### config.mk
export PLATFORM = sky130hd
export DESIGN_NAME = windowed_duplicate_detector
export DESIGN_NICKNAME = d
export VERILOG_FILES = /design/src/rtl/core/wdd_pkg.sv /design/src/rtl/core/wdd_cell.sv /design/src/rtl/core/windowed_duplicate_detector.sv
export SDC_FILE = /design/constraint.sdc
export NUM_CORES = 1
export LEC_CHECK = 0
export BUFFER_PORTS_ARGS = -buffer_cell sky130_fd_sc_hd__buf_2
export CELL_PAD_IN_SITES_DETAIL_PLACEMENT = 1
export CELL_PAD_IN_SITES_GLOBAL_PLACEMENT = 1
export CORE_ASPECT_RATIO = 0.75
export CORE_MARGIN = 4
export CORE_UTILIZATION = 34
export CTS_BUF_LIST = sky130_fd_sc_hd__clkbuf_4 sky130_fd_sc_hd__clkbuf_8
export DETAILED_ROUTE_END_ITERATION = 8
export PLACE_DENSITY = 0.56
export SETUP_SLACK_MARGIN = 0.02
export SYNTH_ARGS = -nofsm -noshare
export SYNTH_HDL_FRONTEND = slang
export SYNTH_SLANG_ARGS = --single-unit
### constraint.sdc
create_clock -name clk_i -period 13.6 [get_ports clk_i]
set_input_delay 2.04 -clock clk_i [delete_from_list [all_inputs] [get_ports clk_i]]
set_output_delay 2.04 -clock clk_i [all_outputs]
set_load 0.005 [all_outputs]
### src/rtl/core/wdd_pkg.sv
// Shared constants and types for the windowed duplicate detector.
package wdd_pkg;

  localparam int MaxDist   = 16;
  localparam int IndexBits = 16;
  localparam int ValueW    = 32;
  localparam int OutIdxW   = 16;
  localparam int CfgW      = 5;
  localparam int DistW     = $clog2(MaxDist + 1);
  localparam int CmpW      = (DistW > CfgW) ? DistW : CfgW;

  localparam logic [CfgW-1:0] CfgReset = CfgW'(2);

  typedef logic [IndexBits-1:0] pos_t;

  // One window slot: stored value and its valid bit.
  typedef struct packed {
    logic              valid;
    logic [ValueW-1:0] value;
  } cell_t;

  typedef enum logic [1:0] {
    StNone = 2'd0,
    StPair = 2'd1,
    StDone = 2'd2
  } status_e;

endpackage

### src/rtl/core/wdd_cell.sv
// One window slot: holds a value, shifts it onward, compares it with the new beat.
module wdd_cell (
  input  logic                  clk_i,
  input  logic                  rst_ni,
  input  logic                  shift_i,
  input  logic                  clear_i,
  input  wdd_pkg::cell_t        prev_i,
  input  logic [wdd_pkg::ValueW-1:0] cmp_value_i,
  output wdd_pkg::cell_t        cell_o,
  output logic                  hit_o
);
  import wdd_pkg::*;

  logic              valid_q, valid_d;
  logic [ValueW-1:0] value_q, value_d;

  always_comb begin
    valid_d = valid_q;
    value_d = value_q;
    if (shift_i) begin
      valid_d = prev_i.valid;
      value_d = prev_i.value;
    end
    // end of sequence wins over the shift
    if (clear_i) begin
      valid_d = 1'b0;
    end
  end

  always_ff @(posedge clk_i or negedge rst_ni) begin
    if (!rst_ni) begin
      valid_q <= 1'b0;
    end else begin
      valid_q <= valid_d;
    end
  end

  always_ff @(posedge clk_i) begin
    value_q <= value_d;
  end

  assign cell_o = '{valid: valid_q, value: value_q};
  assign hit_o  = valid_q && (value_q == cmp_value_i);

endmodule

### src/rtl/core/windowed_duplicate_detector.sv
// Top level: detects the first pair of equal values within max_distance positions.
// Output: a result beat is registered and appears in the cycle after its input beat is accepted.
// Throughput: one beat per cycle while the result stream is ready; all sixteen window cells compare in parallel and
//   the nearest hit is picked in the same cycle, feeding a single output register.
// Reset: clears the window valid bits, position, found flag and output valid;
//   max_distance returns to 2. No clearing pass is needed after reset.
module windowed_duplicate_detector (
  input  logic        clk_i,
  input  logic        rst_ni,
  // configuration: max_distance
  input  logic        cfg_we_i,
  input  logic [wdd_pkg::CfgW-1:0] cfg_wdata_i,
  // input stream
  input  logic        s_axis_tvalid_i,
  output logic        s_axis_tready_o,
  input  logic [31:0] s_axis_tdata_i,   // [31:0] value
  input  logic        s_axis_tlast_i,   // last
  // result stream
  output logic        m_axis_tvalid_o,
  input  logic        m_axis_tready_i,
  output logic [31:0] m_axis_tdata_o,   // [15:0] later_index, [31:16] earlier_index
  output logic [1:0]  m_axis_tuser_o,   // [1:0] status
  output logic        m_axis_tlast_o    // end_of_sequence
);
  import wdd_pkg::*;

  // ---------------------------------------------------------------
  // Configuration register
  // ---------------------------------------------------------------
  logic [CfgW-1:0] max_dist_q;
  logic [CmpW-1:0] limit;

  always_ff @(posedge clk_i or negedge rst_ni) begin
    if (!rst_ni) begin
      max_dist_q <= CfgReset;
    end else if (cfg_we_i) begin
      max_dist_q <= cfg_wdata_i;
    end
  end

  // a distance beyond the window acts as the full window
  assign limit = (CmpW'(max_dist_q) > CmpW'(MaxDist)) ? CmpW'(MaxDist) : CmpW'(max_dist_q);

  // ---------------------------------------------------------------
  // Handshake: output register decouples the two sides
  // ---------------------------------------------------------------
  logic out_valid_q;
  logic s_fire;

  assign s_axis_tready_o = !out_valid_q || m_axis_tready_i;
  assign s_fire          = s_axis_tvalid_i && s_axis_tready_o;

  // ---------------------------------------------------------------
  // Window: chain of cells, cell i holds the value at distance i+1
  // ---------------------------------------------------------------
  cell_t             chain [MaxDist+1];
  logic [MaxDist-1:0] hit;
  logic [MaxDist-1:0] hit_m;
  logic [ValueW-1:0] in_value;

  assign in_value = s_axis_tdata_i[ValueW-1:0];
  assign chain[0] = '{valid: 1'b1, value: in_value};

  for (genvar i = 0; i < MaxDist; i++) begin : g_cell
    wdd_cell u_cell (
      .clk_i       (clk_i),
      .rst_ni      (rst_ni),
      .shift_i     (s_fire),
      .clear_i     (s_fire && s_axis_tlast_i),
      .prev_i      (chain[i]),
      .cmp_value_i (in_value),
      .cell_o      (chain[i+1]),
      .hit_o       (hit[i])
    );
    // only gaps up to the configured distance count
    assign hit_m[i] = hit[i] && (CmpW'(i + 1) <= limit);
  end

  // nearest hit wins: scan from far to near so the lowest index sticks
  logic             found;
  logic [DistW-1:0] gap;

  always_comb begin
    found = 1'b0;
    gap   = '0;
    for (int i = MaxDist - 1; i >= 0; i--) begin
      if (hit_m[i]) begin
        found = 1'b1;
        gap   = DistW'(i + 1);
      end
    end
  end

  // ---------------------------------------------------------------
  // Sequence state: position counter and found flag
  // ---------------------------------------------------------------
  pos_t pos_q, pos_d;
  logic pair_q, pair_d;
  pos_t earlier;
  logic new_pair;

  assign new_pair = found && !pair_q;
  assign earlier  = (pos_q >= pos_t'(gap)) ? pos_q - pos_t'(gap) : '0;

  always_comb begin
    pos_d  = pos_q;
    pair_d = pair_q;
    if (s_fire) begin
      if (pos_q != '1) begin
        pos_d = pos_q + pos_t'(1);   // saturates at all ones
      end
      if (new_pair) begin
        pair_d = 1'b1;
      end
      if (s_axis_tlast_i) begin
        pos_d  = '0;
        pair_d = 1'b0;
      end
    end
  end

  always_ff @(posedge clk_i or negedge rst_ni) begin
    if (!rst_ni) begin
      pos_q  <= '0;
      pair_q <= 1'b0;
    end else begin
      pos_q  <= pos_d;
      pair_q <= pair_d;
    end
  end

  // ---------------------------------------------------------------
  // Output register
  // ---------------------------------------------------------------
  status_e             status_q, status_d;
  logic [OutIdxW-1:0]  later_q, later_d;
  logic [OutIdxW-1:0]  earlier_q, earlier_d;
  logic                eos_q;

  always_comb begin
    status_d  = StNone;
    later_d   = '0;
    earlier_d = '0;
    if (pair_q) begin
      status_d = StDone;
    end else if (found) begin
      status_d  = StPair;
      later_d   = OutIdxW'(pos_q);
      earlier_d = OutIdxW'(earlier);
    end
  end

  always_ff @(posedge clk_i or negedge rst_ni) begin
    if (!rst_ni) begin
      out_valid_q <= 1'b0;
    end else if (s_axis_tready_o) begin
      out_valid_q <= s_axis_tvalid_i;
    end
  end

  always_ff @(posedge clk_i) begin
    if (s_fire) begin
      status_q  <= status_d;
      later_q   <= later_d;
      earlier_q <= earlier_d;
      eos_q     <= s_axis_tlast_i;
    end
  end

  assign m_axis_tvalid_o = out_valid_q;
  assign m_axis_tdata_o  = {earlier_q, later_q};
  assign m_axis_tuser_o  = status_q;
  assign m_axis_tlast_o  = eos_q;

  // ---------------------------------------------------------------
  // Checks
  // ---------------------------------------------------------------
  a_last_clears: assert property (@(posedge clk_i) disable iff (!rst_ni)
    s_fire && s_axis_tlast_i |=> (pos_q == '0) && !pair_q)
    else $error("sequence state not cleared after last beat");

  a_rise_reports_pair: assert property (@(posedge clk_i) disable iff (!rst_ni)
    $rose(pair_q) |-> out_valid_q && (status_q == StPair))
    else $error("found flag set without a pair result");

  a_pair_order: assert property (@(posedge clk_i) disable iff (!rst_ni)
    out_valid_q && (status_q == StPair) |-> earlier_q < later_q)
    else $error("earlier index not below later index");

  a_head_valid: assert property (@(posedge clk_i) disable iff (!rst_ni)
    s_fire && !s_axis_tlast_i |=> chain[1].valid)
    else $error("newest window cell not valid after a beat");

  a_zero_dist: assert property (@(posedge clk_i) disable iff (!rst_ni)
    s_fire && (limit == '0) |-> !new_pair)
    else $error("pair reported with matching disabled");

endmodule
# After elaboration in Yosys (flattened, before gate mapping)
# Cells that the tools add are included.
[word_totals]
reg_bits = 586
inputBits = 43
out_inout_bits = 37
elab_cells = 194
[classes]
n_addsub = 2
n_lt_le_gt_ge = 18
n_eq_ne = 17
muxes = 70
bitwise_logic = 2
reduce_logical = 45
[op_table]
columns = ["op", "n"]
rows = [
  ["equality test 32 bit", 16],
  ["2-to-1 mux 5 bit", 17],
  ["2-to-1 mux 1 bit", 51],
  ["less-or-equal comparator 4 x 5 -> 1 bit (first input constant)", 8],
  ["logical AND 1 bit", 35],
  ["2-to-1 mux 16 bit", 2],
  ["less-or-equal comparator 3 x 5 -> 1 bit (first input constant)", 4],
  ["adder 16 x 1 -> 16 bit (second input constant)", 1],
  ["greater-or-equal comparator 16 x 5 -> 1 bit", 1],
  ["!= test 16 bit (second input constant)", 1],
  ["subtractor 16 x 5 -> 16 bit", 1],
  ["less-or-equal comparator 2 x 5 -> 1 bit (first input constant)", 2],
  ["nonzero test 2 bit", 3],
  ["> comparator 5 bit (second input constant)", 1],
  ["less-or-equal comparator 1 x 5 -> 1 bit (first input constant)", 1],
  ["less-or-equal comparator 5 bit (first input constant)", 1],
  ["AND reduction 2 bit", 2],
  ["OR reduction 3 bit", 1],
  ["zero test 1 bit", 2],
  ["NOT 1 bit", 2],
  ["OR reduction 2 bit", 1],
  ["logical OR 1 bit", 1],
]

# Depth between registers and ports, before layout
[logic_depth]
ltp_word = 23
depth_mapped = 23
mapped_depth_nobuf = 20

# By module
# A second synthesis with hierarchy kept.
[unflattened]
cells_unflattened = 1620
area_unflattened_um2 = 25233.0
[modules_own_cells]
columns = ["module", "n_inst", "cells_each", "area_each_um2", "seq_area_each_um2"]
rows = [
  ["wdd_cell", 16, 80, 1362.6, 985.9],
  ["windowed_duplicate_detector", 1, 340, 3432.0, 1627.8],
]

# Worst setup path before layout
# OpenSTA, ideal clock, no wires.
[synth_path]
path_kind = "input -> register"
start = "input m_axis_tready_i"
end = "register earlier_q[0] (enable)"
t_arrival_ns = 13.041
required_ns = 12.710
slack_ns = -0.331
cell_stages = 4
cell_sequence = "nand2b_1 nand2_1 clkbuf_1 inv_1"
[synth_via]
elab_chain_len = 2
[synth_rtl]
columns = ["item", "line_no", "source"]
rows = [
  ["from (decl)", "windowed_duplicate_detector.sv:20", "input logic m_axis_tready_i,"],
  ["logical OR 1 bit", "windowed_duplicate_detector.sv:50", "assign s_axis_tready_o = !out_valid_q || m_axis_tready_i;"],
  ["logical AND 1 bit", "windowed_duplicate_detector.sv:51", "assign s_fire = s_axis_tvalid_i && s_axis_tready_o;"],
  ["named net g_cell[0].u_cell.shift_i", "wdd_cell.sv:5", "input logic shift_i,"],
  ["to (signal assigned)", "windowed_duplicate_detector.sv:165", "earlier_q <= earlier_d;"],
  ["to (decl)", "windowed_duplicate_detector.sv:137", "logic [OutIdxW-1:0] earlier_q, earlier_d;"],
]
# The timed path passes the listed nets, and every way through them passes these cells.
# A chain may end at the register's enable or synchronous reset.

# Worst setup path in the final report
[layout_path]
start = "input s_axis_tdata_i[28]"
end = "register earlier_q[2], data pin"
[layout_via]
elab_chain_len = 22
word_cells_on_any_way = 85
classes_between = "1 x add/sub; 1 x order compare; 16 x eq/ne; 32 x mux; 2 x bitwise; 33 x reduce/logical"
[layout_rtl]
columns = ["item", "line_no", "source"]
rows = [
  ["from (decl)", "windowed_duplicate_detector.sv:16", "input logic [31:0] s_axis_tdata_i,"],
  ["equality test 32 bit", "wdd_cell.sv:43", "assign hit_o = valid_q && (value_q == cmp_value_i);"],
  ["logical AND 1 bit", "wdd_cell.sv:43", ""],
  ["logical AND 1 bit", "windowed_duplicate_detector.sv:76", "assign hit_m[i] = hit[i] && (CmpW'(i + 1) <= limit);"],
  ["2-to-1 mux 5 bit (16 in series)", "windowed_duplicate_detector.sv:87", "if (hit_m[i]) begin"],
  ["greater-or-equal comparator 16 x 5 -> 1 bit", "windowed_duplicate_detector.sv:103", "assign earlier = (pos_q >= pos_t'(gap)) ? pos_q - pos_t'(gap) : '0;"],
  ["NOT 1 bit (no source line)", "n/a", ""],
  ["OR reduction 3 bit (no source line)", "n/a", ""],
]
# Parallel ways exist; a longest one is shown, timed or not.

==> metrics.md <==
| Metric | Value |
|---|---|
| Leakage | `9.40 nW` |
| Pin count of the biggest net entering global routing | `187` |
| Routed Antenna Nets | `0` |
| Via count | `13278` |
| Mean number of vias per cell | `4.77` |
| Synthesized area | `25200 um^2` |
| CP Class | `input pin to flip-flop` |
| Peak supply drop | `82.4 uV` |
| Worst Tran Pin Value | `1.22 ns` |
| Synth async-reset ratio | `6.66%` |
| Boundary Pins | `80` |
| CORE AREA | `73500 um^2` |
| CTS clk-pin slew, worst paths | `0.06 ns` |
| PwrDens | `143 nW/um^2` |
| Post-Layout Cell Count | `2785` |
| DP Wirelength | `49000 um` |
| Pre-CTS WS | `5.97 ns` |
| Root buf cell | `clkbuf_8` |
| Arrival time at the worst endpoint | `7.43 ns` |
| Cell Rows | `86` |
| Tot Pwr | `4.04 mW` |
| Predominant post-synthesis flop cell | `edfxtp_1` |
| RR Startpoint | `max_dist_q[4]` |
| Hold Fails Final Rpt | `0` |
| Area grow syn2layout | `12.1%` |
| Peak Freq | `145 MHz` |
| Gpl congestion | `0.801` |
| Drt wl/cell | `23.6 um` |
| Initial antenna violation count | `0` |
| Post-DP Area | `26400 um^2` |
| Syn Nets | `1685` |
| CP Capture Point | `earlier_q[2]` |
| Fin crit period | `6.90 ns` |
| Commonest non-fill, non-tap cell in the layout | `edfxtp_1` |
| Final Setup Violations | `0` |
| Final worst-path setup slack | `6.70 ns` |
| Area leader, netlist | `edfxtp_1` |
| Worst Path Required | `14.13 ns` |
| Post-synth EDFFs | `547` |
| Worst Hold Class | `flip-flop to flip-flop` |
| Port bufs | `79` |
| Routed wl met2 | `31400 um` |
| Post-CTS Setup Inserts | `0` |
| Fillcell total | `7462` |
| Ranking of synthesized cells by area | `edfxtp_1, xnor2_1, xor2_1, dfrtp_1, nand4_1` |
| Chip height | `244 um` |
| Yosys Warn Count | `0` |
| DRT iter0 DRCs | `1075` |
| R2R Setup Slk | `7.93 ns` |
| CTS tree | `done` |
| Final Cell Area | `28300 um^2` |
| Setup TNS | `0 ns` |
| Cell count after placement | `2608` |
| CTS Buffer Depth | `3` |
| Status | `finished clean` |
| Starting Density | `34.3%` |
| Pre-antenna DRT Iters | `5` |
| Syn Inst Count | `1635` |
| Total grt overflow | `0` |
| Avg Inst Size Synth | `15.4 um^2` |
| Post-synthesis register bit count | `586` |
| CTS Sinks | `586` |
| TritonCTS Buffers | `96` |
| GRT Total Usage | `17.0%` |
| Max-slew headroom | `18.7%` |
| CP endpoint kind | `flip-flop` |
| Vias in the first global route | `14414` |
| R2R Path End | `earlier_q[2]` |
| Clock latency reported for the late side of the worst-skew pair | `0.70 ns` |
| Wire length on met3 | `2300 um` |
| N_diodes | `0` |
| Reg2reg path depth | `20` |
| Nets | `1788` |
| Top Layer Used | `met4` |
| Met1 Routed Length | `30400 um` |
| Sequential share of the synthesized area | `69.0%` |
| Core Util, Final | `38.5%` |
| Resized cells post-CTS | `0` |
| CP Launch Type | `input pin` |
| Yosys top cell area share | `65.1%` |
| Global-route wire length before repair | `97400 um` |
| Share of cells above drive strength 1 | `15.3%` |
| Most frequent cells in the layout | `edfxtp_1, xnor2_1, xor2_1, clkbuf_8, buf_2` |
| Layout Skew | `0.0407 ns` |
| DRC errors left | `0` |
| H-tree Lvls | `3` |
| DRT Wirelength | `65800 um` |
| Worst Setup SP | `s_axis_tdata_i[28]` |
| Final hold slack | `0.458 ns` |
| Distinct cell type count after synthesis | `62` |
| Die Wd | `322 um` |
| Post-CTS Hold Fix Bufs | `0` |
| Die area | `78600 um^2` |
| Maximum fanout along the worst path | `17` |
| Max-slew violations | `0` |
| Max-Cap Viols | `0` |
| Unrepaired setup endpoints after global routing | `false` |
| Fin crit share | `50.7%` |
cell families after synthesis:
| kind of cell | count (synthesis) | synth area share (%) |
|---|---|---|
| AND/OR/NAND/NOR | 352 | 8.10 |
| multiplexers | 5 | 0.223 |
| adder cells (fa/ha/maj) | 7 | 0.377 |
| buffers and inverters | 94 | 2.34 |
| XOR/XNOR | 530 | 18.4 |
| flip-flops | 586 | 69.0 |
| AO/OA/AOI/OAI | 61 | 1.54 |
where the power goes:
group / switching [mW] / leakage, nW / internal [mW]
clock network: 0.714 / 1.01 / 0.828
logic: 0.222 / 2.64 / 0.115
registers: 0.0707 / 5.75 / 2.09
total: 1.01 / 9.40 / 3.04
worst min-delay path by stage:
stage                                       start  cells after the start  slack, ns                             to
finish              g_cell[11].u_cell.value_q[20]                      0       0.46  g_cell[12].u_cell.value_q[20]
global placement     g_cell[12].u_cell.value_q[5]                      0       0.45   g_cell[13].u_cell.value_q[5]
floorplan           g_cell[10].u_cell.value_q[19]                      0       0.45  g_cell[11].u_cell.value_q[19]
detailed placement   g_cell[3].u_cell.value_q[23]                      0       0.46   g_cell[4].u_cell.value_q[23]
global route         g_cell[4].u_cell.value_q[18]                      0       0.48   g_cell[5].u_cell.value_q[18]
CTS                  g_cell[4].u_cell.value_q[17]                      0       0.46   g_cell[5].u_cell.value_q[17]
layer usage:
layer | global-route usage, % | vias up
met4 | 4.85 | 0
li1 | - | 6169
met2 | 27.5 | 252
met5 | 0 | -
met3 | 3.26 | 101
met1 | 23.3 | 6756
cell type report:
cell class	instances	area (um^2)	share of cell area, %
repair buffers	88	488	1.73
flip-flops and latches	586	17400	61.5
inverters	11	45.0	0.159
multi-input cells	955	7230	25.6
clock buffers	150	1780	6.28
clock inverters	27	124	0.438
well taps	968	1210	4.28
synth_stat cells (all sizes together), types with 2 or more instances:
master / number
a21boi: 2
a21o: 2
a21oi: 12
a31oi: 2
and2: 17
and3: 5
and4: 3
buf: 68
clkbuf: 15
dfrtp: 38
edfxtp: 547
ha: 6
inv: 10
mux2: 5
nand2: 54
nand2b: 6
nand3: 32
nand4: 73
nor2: 38
nor2b: 4
nor3: 27
nor4: 72
nor4b: 2
o2111ai: 3
o21ai: 26
o31ai: 2
or2: 4
or3: 5
or4: 7
xnor2: 274
xor2: 256
worst max-delay path, stage by stage:
cell,delay [ns]
buf_2,0.56
xor2_1,0.16
nor4_1,0.52
nand2_1,0.15
nor4_1,0.48
nor3_1,0.14
a221oi_1,0.72
o21ai_0,0.16
a21boi_0,0.22
o21ai_0,0.14
ha_1,0.25
fa_1,0.40
nor2b_1,0.17
o21ai_0,0.10
nand2b_1,0.12
a21o_1,0.16
or4_1,0.21
nor2_1,0.10
nand3_1,0.12
nand2_4,0.23
nor3_1,0.26
state kept, by name (all words and copies together) (netlist names):
register	cells
g_cell.u_cell.value_q	512
earlier_q	16
g_cell.u_cell.valid_q	16
later_q	16
pos_q	16
max_dist_q	5
m_axis_tuser_o	2
m_axis_tlast_o	1
m_axis_tvalid_o	1
pair_q	1
Power figures use the tool's default switching activity.
